<file path="config.mk">
export PLATFORM = sky130hd
export DESIGN_NAME = pes_packetizer
export DESIGN_NICKNAME = d
export VERILOG_FILES = /design/src/rtl/core/pespk_pkg.sv /design/src/rtl/core/pespk_emit.sv /design/src/rtl/core/pes_packetizer.sv
export SDC_FILE = /design/constraint.sdc
export NUM_CORES = 1
export LEC_CHECK = 0
export ABC_CLOCK_PERIOD_IN_PS = 10820
export BUFFER_PORTS_ARGS = -buffer_cell sky130_fd_sc_hd__clkbuf_2
export CORE_UTILIZATION = 60
export CTS_BUF_LIST = sky130_fd_sc_hd__clkbuf_4
export CTS_CLUSTER_DIAMETER = 60
export DETAILED_ROUTE_END_ITERATION = 7
export PLACE_DENSITY_LB_ADDON = 0.05
export SETUP_SLACK_MARGIN = 0.3
export SLEW_MARGIN = 40
export SYNTH_ARGS = -nofsm -noshare
export SYNTH_HDL_FRONTEND = slang
export SYNTH_SLANG_ARGS = --single-unit
export TNS_END_PERCENT = 30
</file>
<file path="constraint.sdc">
create_clock -name clk -period 10.82 [get_ports clk]
set_input_delay 0.541 -clock clk [delete_from_list [all_inputs] [get_ports clk]]
set_output_delay 0.541 -clock clk [all_outputs]
set_load 0.02 [all_outputs]
</file>
<file path="src/rtl/core/pespk_pkg.sv">
// Shared types, constants and header byte table for the PES packetiser.
`timescale 1ns / 1ps

package pespk_pkg;

  localparam int UNIT_LENGTH_BITS_DEF = 24;

  localparam logic [15:0] LIM_RESET   = 16'd4096;
  localparam logic [15:0] PAYLOAD_CAP = 16'd65525;

  // Header length field counts the rest of the header plus the payload.
  localparam logic [15:0] REST_SHORT = 16'd5;
  localparam logic [15:0] REST_STAMP = 16'd10;

  // Position of the payload byte within one item's run of results.
  localparam logic [4:0] POS_NONE  = 5'd0;
  localparam logic [4:0] POS_SHORT = 5'd11;
  localparam logic [4:0] POS_STAMP = 5'd16;

  localparam logic [7:0] SC_0      = 8'h00;
  localparam logic [7:0] SC_1      = 8'h00;
  localparam logic [7:0] SC_2      = 8'h01;
  localparam logic [7:0] SC_STREAM = 8'hE0;
  localparam logic [7:0] FLAGS_1   = 8'h8C;
  localparam logic [7:0] FLAGS_PTS = 8'h80;
  localparam logic [7:0] HLEN_PTS  = 8'h07;
  localparam logic [7:0] FLAGS_NO  = 8'h00;
  localparam logic [7:0] HLEN_NO   = 8'h02;
  localparam logic [7:0] STUFF_0   = 8'hFF;
  localparam logic [7:0] STUFF_1   = 8'hFC;
  localparam logic [3:0] PTS_PREFIX = 4'b0010;

  typedef enum logic [1:0] {
    HDR_NONE,
    HDR_SHORT,
    HDR_STAMP
  } hdr_kind_t;

  typedef struct packed {
    logic [7:0]  data;
    logic        pend;
    hdr_kind_t   kind;
    logic [15:0] cur;
    logic [32:0] pts;
  } item_t;

  function automatic logic [7:0] hdr_byte(input logic [3:0] idx, input hdr_kind_t kind,
                                          input logic [15:0] slen, input logic [32:0] pts);
    logic [7:0] b;
    b = SC_0;
    unique case (idx)
      4'd0:  b = SC_0;
      4'd1:  b = SC_1;
      4'd2:  b = SC_2;
      4'd3:  b = SC_STREAM;
      4'd4:  b = slen[15:8];
      4'd5:  b = slen[7:0];
      4'd6:  b = FLAGS_1;
      4'd7:  b = (kind == HDR_STAMP) ? FLAGS_PTS : FLAGS_NO;
      4'd8:  b = (kind == HDR_STAMP) ? HLEN_PTS : HLEN_NO;
      4'd9:  b = (kind == HDR_STAMP) ? {PTS_PREFIX, pts[32:30], 1'b1} : STUFF_0;
      4'd10: b = (kind == HDR_STAMP) ? pts[29:22] : STUFF_1;
      4'd11: b = {pts[21:15], 1'b1};
      4'd12: b = pts[14:7];
      4'd13: b = {pts[6:0], 1'b1};
      4'd14: b = STUFF_0;
      4'd15: b = STUFF_1;
      default: b = SC_0;
    endcase
    return b;
  endfunction

endpackage

</file>
<file path="src/rtl/core/pespk_emit.sv">
// Item register and output register: plays out header bytes then the payload byte.
`timescale 1ns / 1ps

module pespk_emit (
  input  logic            clk,
  input  logic            rst,
  input  logic            push,
  input  pespk_pkg::item_t item_in,
  output logic            free,
  output logic            item_busy,
  output logic            result_valid,
  input  logic            result_stall,
  output logic [7:0]      out_byte,
  output logic            packet_end,
  output logic            last_of_run
);

  pespk_pkg::item_t item;
  logic             item_valid;
  logic [4:0]       idx;
  logic [4:0]       pay_pos;
  logic [15:0]      slen;
  logic             out_load;
  logic             last;
  logic [7:0]       byte_sel;

  always_comb begin
    unique case (item.kind)
      pespk_pkg::HDR_STAMP: begin
        pay_pos = pespk_pkg::POS_STAMP;
        slen    = item.cur + pespk_pkg::REST_STAMP;
      end
      pespk_pkg::HDR_SHORT: begin
        pay_pos = pespk_pkg::POS_SHORT;
        slen    = item.cur + pespk_pkg::REST_SHORT;
      end
      default: begin
        pay_pos = pespk_pkg::POS_NONE;
        slen    = item.cur;
      end
    endcase
  end

  assign out_load = item_valid && (!result_valid || !result_stall);
  assign last     = (idx == pay_pos);
  assign free     = !item_valid || (out_load && last);
  assign item_busy = item_valid;
  assign byte_sel = last ? item.data : pespk_pkg::hdr_byte(idx[3:0], item.kind, slen, item.pts);

  always_ff @(posedge clk) begin
    if (rst) begin
      item_valid <= 1'b0;
      idx        <= '0;
    end else if (free) begin
      item_valid <= push;
      idx        <= '0;
    end else if (out_load) begin
      idx <= idx + 5'd1;
    end
  end

  always_ff @(posedge clk) begin
    if (free && push) begin
      item <= item_in;
    end
  end

  always_ff @(posedge clk) begin
    if (rst) begin
      result_valid <= 1'b0;
    end else if (!result_valid || !result_stall) begin
      result_valid <= item_valid;
    end
  end

  always_ff @(posedge clk) begin
    if (out_load) begin
      out_byte    <= byte_sel;
      packet_end  <= last && item.pend;
      last_of_run <= last;
    end
  end

endmodule

</file>
<file path="src/rtl/core/pes_packetizer.sv">
// Top level of the PES packetiser: unit and packet counters, limit register, emitter.
// An accepted byte is held in the item register, then its first result in the output register.
// Throughput: one result per cycle while result_stall is low; a payload byte with no header
// gives a single result, one that opens a packet gives header bytes then payload, with a PTS if stamped.
// The input stalls while the item register holds an item whose payload byte is not yet loaded out.
// Reset clears both counters, the valid flags and sets the limit to 4096.
`timescale 1ns / 1ps

module pes_packetizer #(
  parameter int UNIT_LENGTH_BITS = pespk_pkg::UNIT_LENGTH_BITS_DEF
) (
  input  logic                        clk,
  input  logic                        rst,
  input  logic                        cfg_write,
  input  logic [15:0]                 cfg_data,
  input  logic                        data_valid,
  output logic                        data_stall,
  input  logic [7:0]                  data_byte,
  input  logic                        first_of_unit,
  input  logic [UNIT_LENGTH_BITS-1:0] unit_length,
  input  logic [32:0]                 stamp,
  input  logic                        send_stamp,
  output logic                        result_valid,
  input  logic                        result_stall,
  output logic [7:0]                  out_byte,
  output logic                        packet_end,
  output logic                        last_of_run
);

  localparam int CW = (UNIT_LENGTH_BITS > 16) ? UNIT_LENGTH_BITS : 16;

  logic [15:0]                 lim;
  logic [UNIT_LENGTH_BITS-1:0] unit_bytes_left;
  logic [UNIT_LENGTH_BITS-1:0] unit_bytes_left_next;
  logic [15:0]                 packet_bytes_left;
  logic [15:0]                 packet_bytes_left_next;

  logic [UNIT_LENGTH_BITS-1:0] unit_eff;
  logic [15:0]                 pkt_eff;
  logic [CW-1:0]               unit_w;
  logic [CW-1:0]               lim_w;
  logic [15:0]                 cur;
  logic [15:0]                 pkt_new;
  logic                        accept;
  logic                        drop;
  logic                        need_hdr;
  logic                        push;
  logic                        free;
  logic                        item_busy;
  pespk_pkg::item_t            item_in;

  // Limit is clamped once, at write time.
  always_ff @(posedge clk) begin
    if (rst) begin
      lim <= pespk_pkg::LIM_RESET;
    end else if (cfg_write) begin
      if (cfg_data == 16'd0) begin
        lim <= 16'd1;
      end else if (cfg_data > pespk_pkg::PAYLOAD_CAP) begin
        lim <= pespk_pkg::PAYLOAD_CAP;
      end else begin
        lim <= cfg_data;
      end
    end
  end

  assign accept   = data_valid && !data_stall;
  assign unit_eff = first_of_unit ? unit_length : unit_bytes_left;
  assign pkt_eff  = first_of_unit ? 16'd0 : packet_bytes_left;
  assign drop     = (unit_eff == '0);
  assign need_hdr = (pkt_eff == 16'd0);
  assign unit_w   = CW'(unit_eff);
  assign lim_w    = CW'(lim);
  assign cur      = (unit_w < lim_w) ? unit_w[15:0] : lim;
  assign pkt_new  = need_hdr ? cur : pkt_eff;
  assign push     = accept && !drop;

  always_comb begin
    unit_bytes_left_next   = unit_bytes_left;
    packet_bytes_left_next = packet_bytes_left;
    if (accept) begin
      if (drop) begin
        unit_bytes_left_next   = '0;
        packet_bytes_left_next = 16'd0;
      end else begin
        unit_bytes_left_next   = unit_eff - UNIT_LENGTH_BITS'(1);
        packet_bytes_left_next = pkt_new - 16'd1;
      end
    end
  end

  always_ff @(posedge clk) begin
    if (rst) begin
      unit_bytes_left   <= '0;
      packet_bytes_left <= 16'd0;
    end else begin
      unit_bytes_left   <= unit_bytes_left_next;
      packet_bytes_left <= packet_bytes_left_next;
    end
  end

  always_comb begin
    item_in.data = data_byte;
    item_in.pend = (pkt_new == 16'd1);
    item_in.cur  = cur;
    item_in.pts  = stamp;
    if (!need_hdr) begin
      item_in.kind = pespk_pkg::HDR_NONE;
    end else if (first_of_unit && send_stamp) begin
      item_in.kind = pespk_pkg::HDR_STAMP;
    end else begin
      item_in.kind = pespk_pkg::HDR_SHORT;
    end
  end

  assign data_stall = !free;

  pespk_emit u_emit (
    .clk          (clk),
    .rst          (rst),
    .push         (push),
    .item_in      (item_in),
    .free         (free),
    .item_busy    (item_busy),
    .result_valid (result_valid),
    .result_stall (result_stall),
    .out_byte     (out_byte),
    .packet_end   (packet_end),
    .last_of_run  (last_of_run)
  );

  // An open packet never holds more bytes than remain in the unit.
  a_pkt_in_unit: assert property (@(posedge clk) disable iff (rst)
    (unit_bytes_left == '0) |-> (packet_bytes_left == 16'd0))
    else $error("open packet outlives its unit");

  a_end_is_last: assert property (@(posedge clk) disable iff (rst)
    (result_valid && packet_end) |-> last_of_run)
    else $error("packet end on a header byte");

  // A header byte is always followed by more of the same run.
  a_run_continues: assert property (@(posedge clk) disable iff (rst)
    (result_valid && !last_of_run) |=> result_valid)
    else $error("run broken after header byte");

  a_idle_takes: assert property (@(posedge clk) disable iff (rst)
    !item_busy |-> !data_stall)
    else $error("input stalled with empty item register");

endmodule
</file>
### Word level (Yosys, flattened, before mapping)

Index checks and enable logic that the tools add are counted.
W data, S select, Z words.

* reduce and logical (&&, ||, !) cells: 20
* equal/unequal tests: 19
* divide/modulo/power cells: 0
* shift operators: 0
* multiplexer cells: 17
* magnitude comparators: 2
* bitwise operators: 0
* $add $sub $neg: 5
* $mul: 0

Operators by type and width (count)
* $pmux W8 S15: 1
* $mux W16: 6
* $mux W24: 2
* $eq A4 B4 Y1 const B: 8
* $logic_not A16 Y1: 2
* $mux W8: 4
* $pmux W16 S2: 1
* $logic_not A24 Y1: 1
* $lt A24 B16 Y1: 1
* $sub A24 B1 Y24 const B: 1
* $add A16 B3 Y16 const B: 1
* $add A16 B4 Y16 const B: 1
* $eq A16 B1 Y1 const B: 1
* $eq A4 B3 Y1 const B: 4
* $gt A16 B16 Y1 const B: 1
* $sub A16 B1 Y16 const B: 1
* $pmux W5 S2: 1
* $eq A4 B2 Y1 const B: 2
* $logic_and A1 B1 Y1: 7
* $add A5 B1 Y5 const B: 1
* $eq A5 B5 Y1: 1
* $logic_not A1 Y1: 5
* $eq A4 B1 Y1 const B: 1
* $logic_not A4 Y1: 1
* 6 further kinds: 8

* register bits: 133
* memories: 0
* input port bits: 88
* logic and storage cells: 77
* bits in writable memories: 0
* output and inout port bits: 12
* bits in read-only memories: 0
* bits in latches: 0

### Depth between registers and ports, before layout

* depth after elaboration: 8
* gate-level depth with buffers: 22
* gate-level depth less buffers: 16

### Cells and area by module

From an unflattened synthesis, not the netlist that was laid out.

* cell total of the unflattened synthesis: 876
* area, all modules: 8144.1 µm²

By module, submodules not included
* pes_packetizer: cells each 529, area an instance 4256.6 µm², seq. area each 1121.1 µm², times used 1
* pespk_emit: cells each 347, area an instance 3887.5 µm², seq. area each 2242.2 µm², times used 1

### Worst setup path before layout

No wires, ideal clock.

* kind: input -> register
* start point: in first_of_unit
* end point: reg packet_bytes_left[6]
* data arrival time: 4.773 ns
* required time: 10.695 ns
* slack: 5.922 ns
* library setup time: 0.125 ns
* path buffers: 5
* cell stages on the path: 19
* path through: buf_6 -> buf_6 -> buf_2 -> mux2_2 -> ha_1 -> a21o_1 -> a21o_1 -> a2111o_1 -> buf_6 -> nor3_1 -> clkbuf_1 -> o21ai_0 -> a22oi_1 -> ha_1 -> inv_1 -> a2111o_1 -> a211oi_1 -> xnor2_1 -> o21ai_0

* cells in the longest elaborated chain, start to end: 6
* elaborated cells on any way between the ends: 9
* classes of those cells: 1 x add/sub; 1 x order compare; 5 x mux; 2 x reduce/logical

Ends and longest elaborated chain
* start, declared: RTL line pes_packetizer.sv:19 `input logic first_of_unit,`
* $mux W24 *: RTL line pes_packetizer.sv:68 `assign unit_eff = first_of_unit ? unit_length : unit_bytes_left;`
* $lt A24 B16 Y1: RTL line pes_packetizer.sv:74 `assign cur = (unit_w < lim_w) ? unit_w[15:0] : lim;`
* $mux W16 *: RTL line pes_packetizer.sv:74
* named net cur[1]: RTL line pes_packetizer.sv:42 `logic [15:0] cur;`
* $mux W16 *: RTL line pes_packetizer.sv:75 `assign pkt_new = need_hdr ? cur : pkt_eff;`
* $sub A16 B1 Y16 *: RTL line pes_packetizer.sv:87 `packet_bytes_left_next = pkt_new - 16'd1;`
* $mux W16 *: RTL line pes_packetizer.sv:82 `if (drop) begin`
* end signal, assigned: RTL line pes_packetizer.sv:98 `packet_bytes_left <= packet_bytes_left_next;`
* end, declared: RTL line pes_packetizer.sv:35 `logic [15:0] packet_bytes_left;`

Mark *: on every way through the listed nets, which the timed path passes. The rest lies on a longest branch.
A chain may end at the register's enable or synchronous reset.

### Final worst setup path

Ends and elaborated chain as after synthesis.

==> key figures <==
Final layout
  • Final core utilization: 68.0%
  • Share of cells above drive strength 1: roughly 18%
  • Final-stage net count: around 1000
  • Final Cell Area: about 0.0086 mm²
  • Syn-to-layout area delta: 10.5%

Critical path
  • Data arrival at the endpoint of the critical path: between 5000 and 6000 ps
  • Startpoint type of the worst setup path: input pin
  • Peak fanout along the critical path: 51
  • CP delay by family, top: compound AO/OA/AOI/OAI gates
  • Cell-by-cell trace of the critical path: clkbuf_2 > buf_4 > mux2i_1 > inv_1 > ha_1 > nand4_1 > nor3_1 > o21a_1 > nor3_1 > buf_4 > nand2_1 > o21ai_0 > a22oi_1 > ha_1 > inv_1 > a2111o_1 > a211oi_1 > xnor2_1 > o21ai_0
  • CP Buf/Inv Count: 5
  • Critical path's largest stage delay: 530 ps
  • Required time of the critical path: between 10000 and 15000 ps
  • Flop-to-flop setup slack: approximately 6400 ps
  • Highest-delay cell along the critical path: buf_4
  • Worst Setup End Kind: register
  • Kind of critical path: input pin to register

Logic synthesis
  • Syn_area_per_cell: ~9.2 µm²
  • Synthesized cell area: between 0.007 and 0.008 mm²
  • Sequential share of the synthesized area: approximately 43%
  • Post-synth EDFFs: 70
  • Number of register bits inferred by synthesis: around 130
  • Number of warnings reported in the yosys synthesis log: 0
  • Synthesized Nets: between 900 and 1000
  • Async set or reset register ratio after synthesis: 0%
  • Synthesized netlist cell count: ~840
  • Main synth FF type: edfxtp_1
  • Number of different library cells in the post-synthesis netlist: 73

Place
  • IO buf count: 99
  • Total placed instance area: 0.00836 mm²
  • HPWL after DPL: ~15000 µm
  • Placer congestion estimate: about 0.9

STA
  • Max frequency: ~0.21 GHz
  • Final hold viol count: 0
  • Number of pins with negative max-slew slack in the final report: 0
  • Remaining max-slew budget at the tightest pin: approximately 50%
  • Fin crit period: 4660 ps
  • Setup repair after global routing missed its margin: false
  • Setup TNS Final: 0 ps
  • Clock skew: a little over 20 ps
  • Final critical-path share of the clock period: 43.1%
  • Transition time at the pin with the least slew margin: ~750 ps
  • Number of endpoints failing setup at the final stage: 0

Route
  • Wire length after detailed routing: around 21000 µm
  • Iteration-0 DRC count of the detailed router: 547
  • Vias per Instance: between 6 and 7
  • Routed vias: approximately 7000
  • Post-route DRC violation count: 0
  • Wire length per cell after detailed routing: approximately 19 µm
  • Number of detailed-routing iterations run before antenna repair: 8
  • Antenna-violating nets left: 0

Clocking
  • Buffer depth of the longest clock path: 2
  • Number of buffers added to fix hold violations after cts: 0
  • Post-CTS setup-driven buffer insertion count: 0
  • Post-CTS Resized: 0
  • Clock-pin slew on the worst setup and hold paths: 130 ps
  • Clock root buffer: clkbuf_4
  • Clock sink count: about 130
  • Clock Latency Late Sink: around 540 ps
  • H-tree levels: 4
  • TritonCTS buffer count: 17
  • Clock tree from TritonCTS: built

Floorplanning
  • Area enclosed by the die boundary: ~0.013 mm²
  • Std-Cell Core Area: between 0.01 and 0.015 mm²
  • Starting density of the core: 61.5%
  • Chip Height: 116 µm
  • Number of placement rows: about 40
  • Horiz. Die Dim: around 120 µm
  • Count of pins on the block boundary: 100

Power and ir drop
  • Highest ir drop seen on vdd: around 0.00011 V
  • Power per Cell Area: ~140 mW/mm²
  • P_leak: 3.27 nW

GRT
  • Pin count of the biggest net entering global routing: 77
  • Wire length of the first global-routing pass: about 33000 µm
  • Vias in the first global route: between 6000 and 7000
  • GRT overflow: 0
  • Antenna violations before repair: 0
  • Global-route total usage across every layer: 32.3%

Run
  • Maxcap violations: 0

Min path
  • Worst Hold Class: input pin to register

Status
  • Run status: finished, final reports clean
-- stage by stage --
step                hold slack (ps)  total power [mW]  std cells  setup WS, ps
floorplan                       421             0.862        842          5920
global placement                432             0.949       1074          5750
detailed placement              444             0.962       1074          5660
CTS                             146              1.24       1106          6250
global route                    123              1.30       1106          5830
finish                          162              1.24       1107          6160
-- cell usage in the layout (no fill, tap or decap), types with 6 or more instances in the layout --
cell      count
nor3_1       12
nand4_1      17
mux2_2        8
nand2b_1      6
a211oi_1     11
inv_1        50
mux2i_1      21
nand3_1      10
a22o_1        7
dfxtp_1      63
a221oi_1     10
and2_1        7
clkbuf_2     99
nand2_1      76
xnor2_1      29
buf_4         6
o21ai_0      76
clkbuf_4     18
o211ai_1      6
a21oi_1      37
nor2_1       82
edfxtp_1     70
a31oi_1      12
a22oi_1      22
nor2b_1       7
xor2_1       10
ha_1         28
nor3b_1       7
nor4_1       20
-- state kept, by name, summed over array words and instances (netlist names) --
name	cells
u_emit.item	60
unit_bytes_left	24
lim	16
packet_bytes_left	16
u_emit.out_byte	8
u_emit.idx	5
u_emit.item_busy	1
u_emit.last_of_run	1
u_emit.packet_end	1
u_emit.result_valid	1
-- layout make-up --
class | instances | area [µm²]
fillers | 1030 | 4040
well taps | 172 | 215
repair buffers | 106 | 552
clock buffers | 18 | 135
multi-input cells | 612 | 4040
clock inverters | 14 | 87.6
diodes | 1 | 2.50
flip-flops and latches | 133 | 3360
inverters | 51 | 191
-- routing by layer --
metal,vias up,global-route usage [%],share of wire [%]
met4,0,18.7,4.7
met5,-,0,0
li1,3291,-,-
met1,3307,38.0,41
met2,305,54.8,49
met3,70,6.38,5.9
-- synthesized netlist by cell type (10+ instances only) --
cell type  count  area [µm²]
nand4_1       17         106
o21ai_0       76         380
nand3_1       10        50.1
ha_1          28         350
a221oi_1      10        87.6
inv_1         50         188
nor2_1        82         308
edfxtp_1      70        2100
a31oi_1       13        81.3
nor4_1        20         125
nor3_1        12        60.1
nand2_1       76         285
xor2_1        10        87.6
dfxtp_1       63        1260
a211oi_1      11        82.6
a22oi_1       22         165
a21oi_1       37         185
xnor2_1       29         254
clkbuf_1      38         143
mux2i_1       21         210
-- where the power goes --
group          leakage [nW]  internal, mW  switching, mW  total, mW
registers              1.20         0.585         0.0338      0.619
clock network         0.123        0.0906          0.191      0.281
logic                  1.95         0.130          0.211      0.341
total                  3.27         0.806          0.436       1.24
-- final timing paths --
check / from / to / cells past startpoint
min reg2reg: unit_bytes_left[11] / unit_bytes_left[11] / 2
min: stamp[10] / u_emit.item[10] / 1
max reg2reg: u_emit.item[49] / unit_bytes_left[3] / 11
max: first_of_unit / packet_bytes_left[6] / 19
-- kinds of logic (layout without fill, tap and decap cells) --
group	after synthesis	count (layout)	synth area share (%)
compound gates	237	237	20.4
buf+inv	97	189	5.04
other cells	0	1	0
fa+ha+maj	28	28	4.51
xor+xnor	39	39	4.40
flops	133	133	43.3
simple gates	278	278	18.1
mux	30	30	4.16
Note: power is estimated with default switching activity, not from simulation.
